File: config.mk
export PLATFORM = sky130hd
export DESIGN_NAME = mwm_div
export DESIGN_NICKNAME = d
export VERILOG_FILES = /design/src/hdl/mwm_div.sv
export SDC_FILE = /design/constraint.sdc
export NUM_CORES = 2
export LEC_CHECK = 0
export BUFFER_PORTS_ARGS = -buffer_cell sky130_fd_sc_hd__buf_2
export CAP_MARGIN = 40
export CORE_ASPECT_RATIO = 2
export CORE_MARGIN = 5
export CORE_UTILIZATION = 60
export DETAILED_ROUTE_END_ITERATION = 7
export PLACE_DENSITY = 0.88
export SETUP_SLACK_MARGIN = 0.5
export SLEW_MARGIN = 30
export SYNTH_ARGS = -nofsm -noshare
export SYNTH_HDL_FRONTEND = slang
export SYNTH_SLANG_ARGS = --single-unit
File: constraint.sdc
create_clock -name clock -period 7.68 [get_ports clock]
set_clock_uncertainty 0.2 [all_clocks]
set_input_delay 1.152 -clock clock [delete_from_list [all_inputs] [get_ports clock]]
set_output_delay 1.152 -clock clock [all_outputs]
set_load 0.01 [all_outputs]
File: src/hdl/mwm_div.sv
`default_nettype none
// ----------------------------------------------------------------------------
// Pipelined restoring divider
// Divides (num << (QW-1)) by den over QW stages, one quotient bit per stage,
// for several lanes at once; num must not exceed den.
// ----------------------------------------------------------------------------
module mwm_div #(
   parameter int unsigned DW    = 16,
   parameter int unsigned QW    = 15,
   parameter int unsigned LANES = 3,
   parameter int unsigned SBW   = 8
) (
   input  logic                          clock,
   input  logic                          reset,
   input  logic                          ce,
   input  logic                          in_valid,
   input  logic [LANES-1:0][DW-1:0]      in_num,
   input  logic [LANES-1:0][DW-1:0]      in_den,
   input  logic [SBW-1:0]                in_sb,
   output logic                          out_valid,
   output logic [LANES-1:0][QW-1:0]      out_quo,
   output logic [SBW-1:0]                out_sb
);

   logic [QW-1:0]                 vld_ff;
   logic [LANES-1:0][DW-1:0]      rem_ff [QW];
   logic [LANES-1:0][DW-1:0]      den_ff [QW];
   logic [LANES-1:0][QW-1:0]      quo_ff [QW];
   logic [SBW-1:0]                sb_ff  [QW];

   for (genvar s = 0; s < QW; s++) begin : g_stage
      logic                       p_vld;
      logic [LANES-1:0][DW-1:0]   p_rem;
      logic [LANES-1:0][DW-1:0]   p_den;
      logic [LANES-1:0][QW-1:0]   p_quo;
      logic [LANES-1:0]           p_bit;
      logic [SBW-1:0]             p_sb;
      logic [LANES-1:0][DW-1:0]   rem_in;
      logic [LANES-1:0][QW-1:0]   quo_in;

      if (s == 0) begin : g_first
         always_comb begin
            for (int l = 0; l < LANES; l++) begin
               p_rem[l] = in_num[l] >> 1;
               p_bit[l] = in_num[l][0];
            end
         end
         assign p_vld = in_valid;
         assign p_den = in_den;
         assign p_quo = '0;
         assign p_sb  = in_sb;
      end else begin : g_next
         assign p_vld = vld_ff[s-1];
         assign p_rem = rem_ff[s-1];
         assign p_bit = '0;
         assign p_den = den_ff[s-1];
         assign p_quo = quo_ff[s-1];
         assign p_sb  = sb_ff[s-1];
      end

      always_comb begin
         logic [DW:0] trial;
         for (int l = 0; l < LANES; l++) begin
            trial = {p_rem[l], p_bit[l]};
            if (trial >= {1'b0, p_den[l]}) begin
               rem_in[l] = DW'(trial - {1'b0, p_den[l]});
               quo_in[l] = {p_quo[l][QW-2:0], 1'b1};
            end else begin
               rem_in[l] = trial[DW-1:0];
               quo_in[l] = {p_quo[l][QW-2:0], 1'b0};
            end
         end
      end

      always_ff @(posedge clock) begin
         if (reset) begin
            vld_ff[s] <= 1'b0;
         end else if (ce) begin
            vld_ff[s] <= p_vld;
         end
      end

      always_ff @(posedge clock) begin
         if (ce) begin
            rem_ff[s] <= rem_in;
            den_ff[s] <= p_den;
            quo_ff[s] <= quo_in;
            sb_ff[s]  <= p_sb;
         end
      end
   end

   assign out_valid = vld_ff[QW-1];
   assign out_quo   = quo_ff[QW-1];
   assign out_sb    = sb_ff[QW-1];

`ifndef SYNTH
   for (genvar l = 0; l < LANES; l++) begin : g_chk
      a_quo_range: assert property (@(posedge clock) disable iff (reset)
         out_valid |-> (out_quo[l] <= (QW'(1) << (QW-1))))
         else $error("Divider quotient exceeds one.");
   end
`endif

endmodule
`default_nettype wire

Word level (Yosys, flattened, before mapping)
Memory sizes are Yosys's and may differ from the RTL's.
Index checks and enable logic that the tools add are counted.
- logic and storage cells: 201
- bits in registers: 15
- memories: 4
- RAM bits: 2235
- mux-type cells: 92
- add/subtract/negate cells: 45
- $lt $le $gt $ge: 45
- memories (memory ; words ; width ; rd ports ; clocked after memory_dff ; wr ports ; line ; RTL):
    den_ff ; 15 ; 48 ; 14 ; 0 ; 15 ; 27 ; logic [LANES-1:0][DW-1:0] den_ff [QW];
    rem_ff ; 15 ; 48 ; 14 ; 0 ; 15 ; 26 ; logic [LANES-1:0][DW-1:0] rem_ff [QW];
    quo_ff ; 15 ; 45 ; 15 ; 0 ; 15 ; 28 ; logic [LANES-1:0][QW-1:0] quo_ff [QW];
    sb_ff ; 15 ; 8 ; 15 ; 0 ; 15 ; 29 ; logic [SBW-1:0] sb_ff [QW];
- operators with widths (cell ; number):
    two-way mux 16 bit ; 45
    subtractor 16 bit ; 45
    greater-or-equal comparator 17 x 16 -> 1 bit ; 42
    greater-or-equal comparator 16 bit ; 3
    two-way mux 1 bit ; 47

Depth between registers and ports, before layout
An unclocked memory read counts as a cell.
- depth after elaboration: 3
- gate-level depth with buffers: 13
- depth with buffers taken out: 11

Least setup slack after synthesis
No wires, ideal clock.
- path type: input -> register
- start: input port in_den[7] (netlist bit)
- end: memory rem_ff[0][4] (netlist bit), data pin
- path buffers: 1
- path slack: 4056 ps
- arrival time: 3164 ps
- setup time: 260 ps
- data required time: 7220 ps
- stages on the path: 10
- cells stage by stage: inv_1 -> ha_1 -> clkbuf_1 -> a21o_1 -> a21o_1 -> a211o_1 -> o211ai_2 -> a31oi_1 -> a21oi_2 -> mux2_2
- RTL lines (what ; line ; RTL):
    start: declaration ; 18 ; input logic [LANES-1:0][DW-1:0] in_den,
    end: declaration ; 26 ;

==> summary.txt <==
post-synthesis mux area share = 4.640%
RSZ-0062 raised after global routing = no
Detailed Routing Iterations Pass 1 = 6
Detail Route Antenna Nets = 0
Vias = 60900
number of port buffers = 161
worst endpoint required time = 8.02 ns
WHS Endpoint = den_ff[1][283]$_DFFE_PP_
status = finished clean
WHS Path Cells = 0
Primary FF master, synth = edfxtp_1
GRT overflow = 0
initial antenna violation count = 1
fill count = 10970
Post-synth EDFFs = 1824
fraction of registers with async set/reset = 0%
IO Pins = 162
CTS tree = yes
final setup fails = 0
synthesis-stage register bit count = 1839
Cell Area, Synth = 96920 sq um
Die Ht = 578.4 um
Skew-Pair Late Insertion Delay = 0.80 ns
CP top delay family = compound AO/OA/AOI/OAI gates
Reg2Reg Depth = 9
crit-path max cell delay = 0.64 ns
Pleak = 42.73 nW
minimum clock period = 3.809 ns
final period utilization = 49.60%
CP bufs+invs = 0
Sum Neg Setup Slack = 0 ns
Sink Count = 1839
P&R area growth vs syn = 9.298%
largest net degree at the start of global routing = 180
Worst IR Drop VDD = 0.0002456 V
Clock Tree Buf Depth = 4
Cells after DPL = 10080
hold path start = den_ff[1][235]$_DFFE_PP_
Worst-path clk slew = 0.06 ns
final hold violations = 0
Total GRT Usage = 20.78%
worst reg2reg startpoint = rem_ff[1][19]$_DFFE_PP_
Slew Limit Fails = 0
slowest cell on the critical path = a21o_1
CTS H-tree lvls = 4
DP Wirelength = 133800 um
routed vias/inst = 5.868
layout cells sized above 1 = 10.79%
CP cell instances = ha_1 > nand3_1 > o21bai_1 > nand3_1 > a311oi_1 > o21ai_1 > a21oi_1 > a21o_1 > mux2_2
Total Nets Final = 9026
DRC violations left = 0
Die W = 294.2 um
vias in the first global route = 64660
DIE AREA = 170200 sq um
MaxCap Viol Count = 0
syn_nets = 8744
WP data arrival = 4.15 ns
simple-gate area share of the yosys netlist = 8.911%
Avg Cell Area, Syn = 12.30 sq um
XOR/XNOR share of the synthesized area = 3.768%
Util after Layout = 65.97%
Synth Area in Compound Gates = 11.73%
core box area = 160600 sq um
max_slew headroom = 32.66%
CP endpoint kind = register
R2R Setup Slk = 3.87 ns
FF+latch area = 55070 sq um
Multi-input gate area = 38070 sq um
main combinational cell family by area after synthesis = compound AO/OA/AOI/OAI gates
Rows = 208
Hold Buf Count CTS = 0
class of the worst hold path = register to register
number of synthesis warnings = 0
total setup buffers inserted after CTS = 0
most frequent cells in the layout = 1824 x edfxtp_1, 886 x inv_1, 717 x ha_1
drt initial violations = 3285
crit path kind = register to register
DR WL/cell = 17.53 um
root buf cell = clkbuf_16
final cell count without fillers = 10380
cell mode on critical path = nand3_1
CTS resizes = 0
gpl congestion = 0.9169
commonest non-fill, non-tap cell in the layout = edfxtp_1
drt total wl = 181900 um
Power per Cell Area = 401.1 nW/um^2
Max Clk Rate = 262.5 MHz
Startpoint Class = register
Starting Density = 60.36%
first-pass GRT wire length = 296000 um
Synth cell types = 105
CTS buffer count = 164
sequential share of the synthesized area = 56.82%
cells after synthesis = 7877
Worst-Margin Slew = 1.010 ns
reg2reg end = rem_ff[1][75]$_DFFE_PP_
Synth Area in Adders = 10.12%
crit-path max FO = 16
-- cell usage after synthesis (81+ instances only) --
library cell	n	area, sq um
edfxtp_1	1824	54770
inv_1	886	3326
ha_1	717	8971
nor2_1	538	2019
nand2_1	426	1599
o21ai_0	369	1847
a21oi_1	366	1832
mux2_2	298	3356
xnor2_1	262	2295
a21o_1	155	1164
nor3_1	155	775.7
xor2_1	155	1358
o21a_1	132	991.0
nor2b_1	131	819.5
nand3_1	101	505.5
nand4_1	100	625.6
nand2b_1	86	538.0
o31ai_1	81	608.1
-- state kept, by name, summed over array words and instances (netlist names) --
register	count
quo_ff	360
den_ff	672
out_valid	1
g_stage.p_vld	14
rem_ff	672
sb_ff	120
-- per-stage QoR --
| stage | worst slack, ns | total power [mW] | instance area (sq um) | hold slack [ns] |
|---|---|---|---|---|
| 6_report | 3.871 | 42.49 | 105900 | 0.2067 |
| 3_3_place_gp | 3.330 | 32.82 | 100100 | 0.2000 |
| 4_1_cts | 3.881 | 42.39 | 105700 | 0.1981 |
| 2_1_floorplan | 4.056 | 29.83 | 96920 | 0.2003 |
| 5_1_grt | 3.672 | 45.06 | 105900 | 0.2203 |
| 3_5_place_dp | 3.421 | 33.89 | 100300 | 0.2045 |
-- worst max-delay path by stage --
stage,startpoint,to,slack (ns),depth (start not counted)
finish,rem_ff[1][19]$_DFFE_PP_,rem_ff[1][75]$_DFFE_PP_,3.87,9
global route,den_ff[1][49]$_DFFE_PP_,rem_ff[1][102]$_DFFE_PP_,3.67,10
detailed placement,in_num[16],rem_ff[0][30]$_DFFE_PP_,3.42,12
floorplan,in_den[7],rem_ff[0][4]$_DFFE_PP_,4.06,10
global placement,in_den[23],rem_ff[0][30]$_DFFE_PP_,3.33,11
CTS,rem_ff[0][160]$_SDFFCE_PN0P_,rem_ff[0][215]$_DFFE_PP_,3.88,9
-- layout make-up --
cell class / instances / share of cell area (%)
diodes: 1 / 0.002362
inverters: 894 / 3.168
multi-input cells: 5048 / 35.94
clock inverters: 95 / 1.023
clock buffers: 189 / 4.070
flip-flops and latches: 1839 / 51.99
repair buffers: 212 / 1.326
well taps: 2100 / 2.480
-- per-layer routing --
| layer | track usage, % | share of wire, % | up-vias |
|---|---|---|---|
| li1 | - | - | 29560 |
| met1 | 18.64 | 33 | 29330 |
| met2 | 43.62 | 59 | 1403 |
| met3 | 2.068 | 2.8 | 612 |
| met4 | 11.39 | 5.7 | 0 |
| met5 | 0 | 0 | - |
-- report_power, final --
part	switching [mW]	internal [mW]	leakage, nW
Combinational	9.93	8.38	22.1
Sequential	1.24	14.6	18.0
Clock	3.53	4.80	2.64
-- cell families (layout without fill, tap and decap cells) --
family / count (synthesis) / after routing
compound gates: 1679 / 1679
other cells: 0 / 1
buf+inv: 990 / 1390
flops: 1839 / 1839
fa+ha+maj: 759 / 759
mux: 398 / 398
simple gates: 1795 / 1795
xor+xnor: 417 / 417
No activity file was read; power rests on OpenSTA's default activity.
