[src/hdl/mwm_pkg.sv]
`default_nettype none
// ----------------------------------------------------------------------------
// Mecanum wheel mixer package
// Shared constants, register indexes and control word types of the mixer.
// ----------------------------------------------------------------------------
package mwm_pkg;

   localparam int unsigned FRAC_BITS_DEF = 14;
   localparam int unsigned CMD_W         = 16;
   localparam int unsigned DB_W          = 14;

   localparam logic [DB_W-1:0] TRANS_DB_RST = 14'd819;
   localparam logic [DB_W-1:0] ROT_DB_RST   = 14'd1638;

   typedef enum logic {
      CSR_TRANS_DB = 1'b0,
      CSR_ROT_DB   = 1'b1
   } csr_idx_type;

   typedef struct packed {
      logic       shape;
      logic [2:0] neg;
      logic [2:0] zero;
   } axis_ctl_type;

   typedef struct packed {
      logic       big;
      logic [3:0] neg;
   } norm_ctl_type;

endpackage
`default_nettype wire

[src/hdl/mwm_mix.sv]
`default_nettype none
// ----------------------------------------------------------------------------
// Wheel mixer stages
// Rebuilds the shaped or raw axes, forms the four wheel sums and finds the largest
// wheel magnitude for normalisation.
// ----------------------------------------------------------------------------
module mwm_mix import mwm_pkg::*; #(
   parameter int unsigned FRAC_BITS = FRAC_BITS_DEF,
   parameter int unsigned AW        = 17,
   parameter int unsigned QW        = 15,
   parameter int unsigned SW        = 19
) (
   input  logic                        clock,
   input  logic                        reset,
   input  logic                        ce,
   input  logic                        in_valid,
   input  logic [2:0][QW-1:0]          in_quo,
   input  axis_ctl_type                in_ctl,
   input  logic [2:0][AW-1:0]          in_raw,
   output logic                        out_valid,
   output logic [3:0][SW-2:0]          out_num,
   output logic [SW-2:0]               out_den,
   output norm_ctl_type                out_ctl,
   output logic [3:0][SW-1:0]          out_sum
);

   localparam logic [SW-2:0] ONE_N = (SW-1)'(1) << FRAC_BITS;

   logic [2:0][AW-1:0]  axis;
   logic [3:0][SW-1:0]  sum_in;
   logic [3:0][SW-1:0]  suma_ff;
   logic                va_ff;
   logic [3:0][SW-2:0]  mag;
   logic [3:0]          neg;
   logic [SW-2:0]       mx01;
   logic [SW-2:0]       mx23;
   logic [SW-2:0]       mx;
   logic [3:0][SW-2:0]  num_ff;
   logic [SW-2:0]       den_ff;
   norm_ctl_type        ctl_ff;
   logic [3:0][SW-1:0]  sumb_ff;
   logic                vb_ff;

   always_comb begin
      logic signed [SW-1:0] d;
      logic signed [SW-1:0] s;
      logic signed [SW-1:0] r;
      for (int l = 0; l < 3; l++) begin
         if (!in_ctl.shape) begin
            axis[l] = in_raw[l];
         end else if (in_ctl.zero[l]) begin
            axis[l] = '0;
         end else if (in_ctl.neg[l]) begin
            axis[l] = AW'(0) - AW'(in_quo[l]);
         end else begin
            axis[l] = AW'(in_quo[l]);
         end
      end
      d = SW'($signed(axis[0]));
      s = SW'($signed(axis[1]));
      r = SW'($signed(axis[2]));
      sum_in[0] = r + d + s;
      sum_in[1] = r + d - s;
      sum_in[2] = r - d + s;
      sum_in[3] = r - d - s;
   end

   always_comb begin
      logic [SW-1:0] t;
      for (int l = 0; l < 4; l++) begin
         neg[l] = suma_ff[l][SW-1];
         t      = neg[l] ? (~suma_ff[l] + 1'b1) : suma_ff[l];
         mag[l] = t[SW-2:0];
      end
      mx01 = (mag[0] > mag[1]) ? mag[0] : mag[1];
      mx23 = (mag[2] > mag[3]) ? mag[2] : mag[3];
      mx   = (mx01 > mx23) ? mx01 : mx23;
   end

   always_ff @(posedge clock) begin
      if (reset) begin
         va_ff <= 1'b0;
         vb_ff <= 1'b0;
      end else if (ce) begin
         va_ff <= in_valid;
         vb_ff <= va_ff;
      end
   end

   always_ff @(posedge clock) begin
      if (ce) begin
         suma_ff    <= sum_in;
         num_ff     <= mag;
         den_ff     <= (mx == '0) ? (SW-1)'(1) : mx;
         ctl_ff.big <= mx > ONE_N;
         ctl_ff.neg <= neg;
         sumb_ff    <= suma_ff;
      end
   end

   assign out_valid = vb_ff;
   assign out_num   = num_ff;
   assign out_den   = den_ff;
   assign out_ctl   = ctl_ff;
   assign out_sum   = sumb_ff;

`ifndef SYNTH
   a_big_den: assert property (@(posedge clock) disable iff (reset)
      (vb_ff && ctl_ff.big) |-> (den_ff > ONE_N))
      else $error("Normalising divisor not above one.");
`endif

endmodule
`default_nettype wire

[config.mk]
export PLATFORM = sky130hd
export DESIGN_NAME = mwm_mix
export DESIGN_NICKNAME = d
export VERILOG_FILES = /design/src/hdl/mwm_pkg.sv /design/src/hdl/mwm_mix.sv
export SDC_FILE = /design/constraint.sdc
export NUM_CORES = 1
export LEC_CHECK = 0
export ABC_AREA = 1
export ABC_CLOCK_PERIOD_IN_PS = 13700
export BUFFER_PORTS_ARGS = -buffer_cell sky130_fd_sc_hd__buf_2
export CAP_MARGIN = 20
export CORE_AREA = 2 2 207 168
export DETAILED_ROUTE_END_ITERATION = 12
export DIE_AREA = 0 0 209 170
export PLACE_DENSITY = 0.8
export SLEW_MARGIN = 30
export SYNTH_ARGS = -nofsm -noshare
export SYNTH_HDL_FRONTEND = slang
export SYNTH_SLANG_ARGS = --single-unit
[constraint.sdc]
create_clock -name clock -period 13.7 [get_ports clock]
set_clock_uncertainty 0.1 [all_clocks]
set_input_delay 0.685 -clock clock [delete_from_list [all_inputs] [get_ports clock]]
set_output_delay 0.685 -clock clock [all_outputs]
set_load 0.02 [all_outputs]
# == Word level (Yosys, flattened, before mapping) ==
# Index checks and enable logic that the tools add are counted.
# op_classes
addsub,13
n_lt_le_gt_ge,4
n_mux,16
bitwise,4
reduce_logical,1
# op_table
cell,count
$mux W17,9
$mux W18,7
$add A18 B1 Y18 const B,4
$not A18 Y18,4
$gt A18 B18 Y1,3
$sub A1 B15 Y16 const A,3
$add A18 B17 Y19,2
$sub A18 B17 Y19,2
$add A17 B17 Y18,1
$gt A18 B15 Y1 const B,1
$logic_not A18 Y1,1
$sub A17 B17 Y18,1
# totals
reg_bits,249

# == Logic depth before layout (Yosys ltp) ==
# Gate-level depths: netlist (run 1).
# depth
word_depth,8
mapped_depth,45

# == Worst setup path before layout (run 1) ==
# OpenSTA, ideal clock, no wires.
# synth_path
path_type,in2reg
startpoint,input port in_quo[1] in the netlist's numbering
endpoint,register suma_ff[17] in the netlist's numbering (data pin)
setup_ns,0.261
arrival_ns,4.988
slack_ns,8.351
cell_stages,33
path_buffers,1
cell_sequence,nor3_1 inv_1 nor2_1 inv_1 nor3_1 nor2_1 nor2_1 inv_1 a32oi_1 inv_1 ha_1 clkbuf_1 nand2_1 inv_1 nand3_1 o21ai_0 a21o_1 a21oi_1 o31ai_1 nand2_1 nand2_1 nand2_1 a22oi_1 xor2_1 inv_1 ha_1 inv_1 nor3_1 inv_1 nor4_1 nand4_1 nand3_1 xor2_1
# synth_rtl
item,line_no,source
"start, declared",mwm_mix.sv:17,"input logic [2:0][QW-1:0] in_quo,"
"end signal, assigned",mwm_mix.sv:92,suma_ff <= sum_in;
"end, declared",mwm_mix.sv:31,logic [3:0][SW-1:0] suma_ff;

==> out/results.ini, run 1 <==
[critical_path]
critPathMaxFanout = 22
critPathRequiredTime_ps = 13870
critPathSlowestCell = edfxtp_1
path_class = reg -> reg
cp-end-kind = flop
crit_arrival_ps = 7490
cpPeakStageDelay_ps = 660
worstSetupStartpointType = flop
worst_path_most_repeated_cell = nand2_1

[grt]
overflow = 0
grt_antenna_before_repair = 9
grt_pass1_vias = 13900
grt_usage = 0.284
grt_pass1_wl_um = 77900
grt_max_degree = 90

[synth]
synth_warnings = 0
syn_inst = 1960
synth_nets = 2235
ys_ff_latch = 237
synth-edff-count = 235
seq_area_frac_synth = 0.412
synth.distinct_cells = 61
synthArstFlopShare = 0
syn_area_per_cell_um2 = 8.79
synthFlopType = edfxtp_1
synth_area_um2 = 17200
synth_top_area_cell = edfxtp_1
synth_top_area_share = 0.410
synth_top_cells_by_area = edfxtp_1 (41%), ha_1 (12%), xor2_1 (7.3%)

[sta]
grt_setup_unrepaired = false
layout_min_cycle_time_ps = 7310
finalSetupViolCount = 0
tightest_slew_ps = 1010
hold_viol = 0
slew-limit-headroom = 0.326
fin_tns_setup_ps = 0
fmax_mhz = 137
post-route-period-util = 0.534
slew_violations = 0

[floorplan]
pin_count = 279
fp-row-count = 60
coreArea_um2 = 33400
die_h_um = 170
start_util = 0.516
die_w_um = 209
die_area_um2 = 35500

[drt]
met1_length_um = 22700
initialDrtViolationCount = 1287
routed.top_layer = met5
wl_met2_um = 22800
ant_nets = 0
first_pass_iters = 6
drc_errors = 0
wl_per_cell_um = 19.1
met3_length_um = 4130
postRouteWirelength_um = 51200
vias = 14600
vias_per_cell = 5.46

[clock_tree]
cts_root_buffer = clkbuf_16
cts_tree = built
path_clk_slew_ps = 70
ctsResizeCount = 0
cts.sinks = 237
max-clock-path-buffers = 3
cts_made_buffers = 25
clock_latency_ps = 520
ctsHoldBuffers = 0
cts_max_level = 1
postCtsSetupBuffers = 0

[cells_and_area]
register_area_um2 = 7100
multiInputGateArea_um2 = 8620
nNetsFinal = 2494
fill_cells = 2954
drive_gt1_frac = 0.170
fin_cells = 2676
final_common_cell = inv_1
final_cell_mix = inv_1 (321), nand2_1 (297), buf_2 (277)
area_growth_pct = 14.5

[worst_hold_path]
hold_path_class = in -> reg

[placed_design]
dpl.cell_count = 2626
gp_congestion = 1.02
hpwl_um = 42500
portBuffers = 278

[run_status]
status = finished clean

[run]
max_cap_viol_count = 0

## flip-flops by register name, indices dropped and copies added, names as in the netlist
name       cells
va_ff          1
out_den       18
out_sum       68
out_ctl        5
out_valid      1
neg            4
suma_ff       70
out_num       70
## path summary, 6_finish.rpt
kind                                    end  slack [ps]   startpoint  depth (start not counted)
worst max-delay path             out_ctl[4]        6390       neg[1]                         32
worst min-delay path              out_valid         230        reset                          2
worst max register to register   out_ctl[4]        6390       neg[1]                         32
worst min register to register  out_sum[39]         360  suma_ff[39]                          0
## cells in the mapped netlist (4+ instances only)
cell and n:
nand3b_1 9, inv_2 5, buf_4 11, xnor2_1 19
or2_2 5, inv_1 321, a31oi_1 14, o31ai_1 14
ha_1 162, a21o_1 11, buf_2 7, fa_1 6
nand3_2 4, a211oi_1 4, edfxtp_1 235, clkbuf_1 29
a21oi_1 126, nor2_2 8, a32oi_1 21, and2_1 6
nand2_4 6, o21ai_1 8, nand2_1 297, nand2_2 18
o21bai_1 18, a21boi_0 4, o211ai_1 5, nor3_1 26
o21ai_0 111, nor4_1 6, nand3_1 99, xor2_1 144
nand4_1 15, nor2_1 147
## cell families (layout without fill, tap and decap cells)
logic type	after synthesis	in the layout	share of synthesized area
simple gates	657	657	0.172
buf+inv	379	655	0.0877
compound gates	356	356	0.121
flops	237	237	0.412
fa+ha+maj	168	168	0.125
xor+xnor	163	163	0.0829
other cells	0	6	0
## final cells by class
class                           instances  share of cell area
Timing Repair Buffer                  284              0.0735
Antenna cell                            6            0.000761
Clock inverter                         12             0.00634
Inverter                              327              0.0622
Multi-Input combinational cell       1344               0.437
Sequential cell                       237               0.360
Tap cell                              434              0.0275
Clock buffer                           32              0.0330
## critical path, delay by kind of cell (launching register included)
kind	cells	cell delay (ps)
compound gates	8	1290
xor+xnor	1	200
fa+ha+maj	2	540
buf+inv	2	570
flops	1	660
simple gates	19	3680
## through the flow
| step | area (um^2) | hold WS, ps | setup WS, ps | utilization |
|---|---|---|---|---|
| after detailed placement | 18900 | 343 | 6530 | 0.567 |
| after floorplan | 17200 | 321 | 8350 | - |
| after global routing | 19700 | 224 | 5670 | 0.590 |
| final | 19700 | 229 | 6390 | 0.590 |
| after global placement | 18900 | 334 | 6780 | 0.567 |
| after CTS | 19700 | 213 | 6500 | 0.590 |
## metal layers
layer,track usage,vias up
met5,0,-
met3,0.0459,94
met1,0.393,6794
li1,-,7095
met4,0.0870,6
met2,0.461,635
Power of run 1 is not shown: default switching activity piles up to over one toggle a cycle in this logic, so the estimate is an artifact.
==> run 2, diff against run 1 <==
ABC_CLOCK_PERIOD_IN_PS = 6800   (was 13700)
clock period = 6.8 ns   (was 13.7 ns; I/O delays follow)
==> run 2 against run 1 <==
  * Worst hold slack got worse by 32 ps
  * Sequential share of layout area decreased by 0.54 points
  * Global-route usage grew 0.82 points
  * Maximum frequency grew 15%
  * Count of clock-buffer cells in the layout rose by 1
  * Design area increased by 1.5%
  * Via count up 1.7%
  * Utilization rose by 0.90 points
  * Die area unchanged
  * First-iteration DRC count grew 2.6%
  * Critical path type unchanged
  * Critical endpoint unchanged
  * Largest cell class unchanged
==> out/results.ini, run 2 (synthesized netlist as in run 1, its figures left out) <==
[cells_and_area]
drive_gt1_frac = 0.179  ; was 0.170
final_cell_mix = inv_1 (320), nand2_1 (297), buf_2 (277)  ; was inv_1 (321), nand2_1 (297), buf_2 (277)
area_growth_pct = 16.3  ; was 14.5%
final_common_cell = inv_1  ; unchanged
nNetsFinal = 2516  ; was 2,494
final_area_um2 = 20000  ; was 19,700 um^2
fin_util = 0.599  ; was 0.590

[sta]
fin_tns_setup_ps = 0  ; unchanged
slew_violations = 0  ; unchanged
post-route-period-util = 0.934  ; was 0.534
layout_min_cycle_time_ps = 6350  ; was 7310 ps
hold_viol = 0  ; unchanged
tightest_slew_ps = 929  ; was 1010 ps
grt_setup_unrepaired = false  ; unchanged
fmax_mhz = 157  ; was 137 MHz
finalSetupViolCount = 0  ; unchanged
slew-limit-headroom = 0.381  ; was 0.326

[drt]
drc_errors = 0  ; unchanged
first_pass_iters = 6  ; unchanged
postRouteWirelength_um = 53000  ; was 51,200 um
vias = 14900  ; was 14,600
initialDrtViolationCount = 1321  ; was 1,287
routed.top_layer = met5  ; unchanged
met1_length_um = 23700  ; was 22,700 um
wl_per_cell_um = 19.7  ; was 19.1 um
vias_per_cell = 5.52  ; was 5.46
met3_length_um = 4220  ; was 4130 um
ant_nets = 0  ; unchanged
wl_met2_um = 23300  ; was 22,800 um

[floorplan]
die_area_um2 = 35500  ; unchanged
die_h_um = 170  ; unchanged
fp-row-count = 60  ; unchanged
die_w_um = 209  ; unchanged
start_util = 0.516  ; unchanged
pin_count = 279  ; unchanged
coreArea_um2 = 33400  ; unchanged

[critical_path]
crit_arrival_ps = 6530  ; was 7490 ps
critPathSlowestCell = edfxtp_1  ; unchanged
cpPeakStageDelay_ps = 500  ; was 660 ps
cp-end-kind = flop  ; unchanged
worst_path_most_repeated_cell = nand2_1  ; unchanged
path_class = reg -> reg  ; unchanged
critPathMaxFanout = 26  ; was 22
critPathBufInv = 3  ; was 2
cp_top_family = simple AND/OR/NAND/NOR gates  ; unchanged
worstSetupStartpointType = flop  ; unchanged
critPathRequiredTime_ps = 6980  ; was 13,870 ps

[placed_design]
portBuffers = 278  ; unchanged
gp_congestion = 0.998  ; was 1.02
place_area_um2 = 19000  ; was 18,900 um^2
hpwl_um = 43500  ; was 42,500 um

[grt]
overflow = 0  ; unchanged
grt_pass1_vias = 14100  ; was 13,900
grt_pass1_wl_um = 80100  ; was 77,900 um
grt_antenna_before_repair = 5  ; was 9
grt_max_degree = 86  ; was 90
grt_usage = 0.292  ; was 0.284

[run_status]
status = finished clean  ; unchanged

[clock_tree]
path_clk_slew_ps = 60  ; was 70 ps
cts_root_buffer = clkbuf_16  ; unchanged
clock_latency_ps = 540  ; was 520 ps
max-clock-path-buffers = 3  ; unchanged
cts_made_buffers = 25  ; unchanged
cts_max_level = 1  ; unchanged
cts_tree = built  ; unchanged
cts.sinks = 237  ; unchanged

[run]
max_cap_viol_count = 0  ; unchanged

[worst_hold_path]
hold_path_class = in -> reg  ; unchanged

## run 2: final timing paths
| path | slack [ps] | end | cells after the start | start |
|---|---|---|---|---|
| hold / removal | 200 | out_num[58] | 1 | ce |
| hold reg to reg | 340 | out_sum[39] | 0 | suma_ff[39] |
| setup reg to reg | 450 | out_ctl[4] | 35 | suma_ff[38] |
| setup / recovery | 450 | out_ctl[4] | 35 | suma_ff[38] |
## run 2: timing repair
item	CTS	global route
setup buffers	0	5
gates resized for setup	0	6
hold buffers	2	0
hold endpoints to repair	2	0
endpoints found under the setup margin	0	2
## run 2: metal layers
layer,GRT usage,vias to the layer above
met5,0,-
met4,0.0991,4
met3,0.0430,129
met2,0.470,731
met1,0.407,6887
li1,-,7122
## run 2: final cells by class
type | count | area [um^2]
sequential | 237 | 7100
clock buffer | 33 | 676
multi-input combinational | 1344 | 8650
antenna | 3 | 7.51
timing repair buffer | 306 | 1620
inverter | 327 | 1230
fill | 2866 | 13400
clock inverter | 12 | 205
tap | 434 | 543
## run 2: worst reg2reg max path, delay by kind of cell (launching register included)
family | cells | cell delay, ps
AND/OR/NAND/NOR | 17 | 2120
AO/OA/AOI/OAI | 11 | 1830
adder cells (fa/ha/maj) | 3 | 750
flip-flops | 1 | 500
buffers and inverters | 3 | 490
XOR/XNOR | 1 | 310
## run 2: through the flow
stage	worst slack (ps)	instances	hold slack, ps
5_1_grt	0.371	2693	220
2_1_floorplan	1460	1960	309
4_1_cts	426	2688	191
3_5_place_dp	452	2641	357
6_report	449	2696	197
3_3_place_gp	567	2641	339
Power of run 2 is left out for the same reason.
==> run 3, diff against run 2 <==
--- a/config.mk
+++ b/config.mk
@@ -11,5 +11,5 @@
 export CAP_MARGIN = 20
-export CORE_AREA = 2 2 207 168
+export CORE_AREA = 4 4 209 170
 export DETAILED_ROUTE_END_ITERATION = 12
-export DIE_AREA = 0 0 209 170
+export DIE_AREA = 0 0 213 174
 export PLACE_DENSITY = 0.8
==> constraint.sdc (replaced) <==
create_clock -name clock -period 6.8 [get_ports clock]
set_clock_uncertainty 0.1 [all_clocks]
set_input_delay 0.68 -clock clock [delete_from_list [all_inputs] [get_ports clock]]
set_output_delay 0.68 -clock clock [all_outputs]
set_load 0.02 [all_outputs]
==> run 3 against run 2 <==
  * Via count is 1.8% lower
  * Maximum frequency grew 0.39%
  * Register-to-register slack improved by 20 ps
  * Critical path type unchanged
  * Highest routed layer unchanged
==> out/results.ini, run 3 (synthesized netlist as in run 1, its figures left out) <==
[worst_hold_path]
hold_path_class = in -> reg  ; unchanged

[grt]
grt_antenna_before_repair = 2  ; was 5
grt_pass1_wl_um = 77100  ; was 80,100 um
overflow = 0  ; unchanged
grt_usage = 0.264  ; was 0.292
grt_max_degree = 132  ; was 86
grt_pass1_vias = 13900  ; was 14,100

[drt]
ant_nets = 0  ; unchanged
initialDrtViolationCount = 1269  ; was 1,321
vias_per_cell = 5.42  ; was 5.52
wl_per_cell_um = 19.0  ; was 19.7 um
vias = 14600  ; was 14,900
postRouteWirelength_um = 51300  ; was 53,000 um
first_pass_iters = 6  ; unchanged
drc_errors = 0  ; unchanged

[cells_and_area]
drive_gt1_frac = 0.183  ; was 0.179
area_growth_pct = 16.2  ; was 16.3%
final_cell_mix = inv_1 (320), nand2_1 (297), buf_2 (277)  ; unchanged
nNetsFinal = 2518  ; was 2,516
final_common_cell = inv_1  ; unchanged

[critical_path]
crit_arrival_ps = 6500  ; was 6530 ps
worst_path_most_repeated_cell = nand2_1  ; unchanged
cpPeakStageDelay_ps = 440  ; was 500 ps
path_class = reg -> reg  ; unchanged
worstSetupStartpointType = flop  ; unchanged
critPathSlowestCell = edfxtp_1  ; unchanged
cp-end-kind = flop  ; unchanged
critPathRequiredTime_ps = 6980  ; about the same
critPathMaxFanout = 21  ; was 26

[sta]
fin_tns_setup_ps = 0  ; unchanged
finalSetupViolCount = 0  ; unchanged
hold_viol = 0  ; unchanged
tightest_slew_ps = 806  ; was 929 ps
fmax_mhz = 158  ; was 157 MHz
post-route-period-util = 0.930  ; was 0.934
slew-limit-headroom = 0.463  ; was 0.381
layout_min_cycle_time_ps = 6330  ; was 6350 ps
slew_violations = 0  ; unchanged

[placed_design]
hpwl_um = 42500  ; was 43,500 um
portBuffers = 278  ; unchanged
gp_congestion = 0.971  ; was 0.998

[floorplan]
die_w_um = 213  ; was 209 um
die_h_um = 174  ; was 170 um
coreArea_um2 = 33400  ; unchanged
start_util = 0.516  ; unchanged
pin_count = 279  ; unchanged
die_area_um2 = 37100  ; was 35,500 um^2
fp-row-count = 60  ; unchanged

[run_status]
status = finished clean  ; unchanged

[clock_tree]
cts_root_buffer = clkbuf_16  ; unchanged
cts_tree = built  ; unchanged
path_clk_slew_ps = 60  ; about the same
clock_latency_ps = 530  ; was 540 ps
cts_made_buffers = 25  ; unchanged
max-clock-path-buffers = 3  ; unchanged
cts.sinks = 237  ; unchanged
ctsHoldBuffers = 0  ; was 2
cts_max_level = 1  ; unchanged

[run]
max_cap_viol_count = 0  ; unchanged

## run 3: final timing paths
| check | slack [ps] | start | depth (start not counted) | to |
|---|---|---|---|---|
| setup / recovery | 470 | suma_ff[58] | 38 | out_ctl[4] |
| hold / removal | 230 | reset | 2 | va_ff |
| setup reg to reg | 470 | suma_ff[58] | 38 | out_ctl[4] |
| hold reg to reg | 350 | suma_ff[39] | 0 | out_sum[39] |
## run 3: critical path, delay by kind of cell (launching register included)
kind	cells	cell delay (ps)
AO/OA/AOI/OAI	10	1350
XOR/XNOR	1	260
adder cells (fa/ha/maj)	3	720
buffers and inverters	4	560
flip-flops	1	440
AND/OR/NAND/NOR	20	2650
## run 3: layout make-up
cell class,instances,area (um^2)
clock inverter,15,153
inverter,327,1230
multi-input combinational,1345,8680
tap,434,543
timing repair buffer,307,1660
sequential,237,7100
clock buffer,30,644
fill,2950,13400
antenna,1,2.50
## run 3: timing repair
item | 4_1_cts | 5_1_grt
buffers inserted | 0 | 12
endpoints found under the setup margin | 0 | 19
resized for setup | 0 | 12
## run 3: routing by layer
metal,share of wire,GRT usage,vias up
li1,-,-,7129
met1,0.45,0.377,6782
met2,0.46,0.432,631
met3,0.077,0.0354,61
met4,0.020,0.0550,2
met5,0.00025,0,-
## run 3: through the flow
step / cells / setup WS, ps / utilization / hold slack (ps) / area (um^2)
floorplan: 1960 / 1460 / - / 321 / 17200
global placement: 2637 / 238 / 0.570 / 338 / 19000
detailed placement: 2637 / 112 / 0.570 / 372 / 19000
CTS: 2682 / 77.5 / 0.593 / 203 / 19800
global route: 2696 / -22.8 / 0.599 / 214 / 20000
finish: 2696 / 473 / 0.599 / 225 / 20000
Power of run 3 is left out for the same reason.
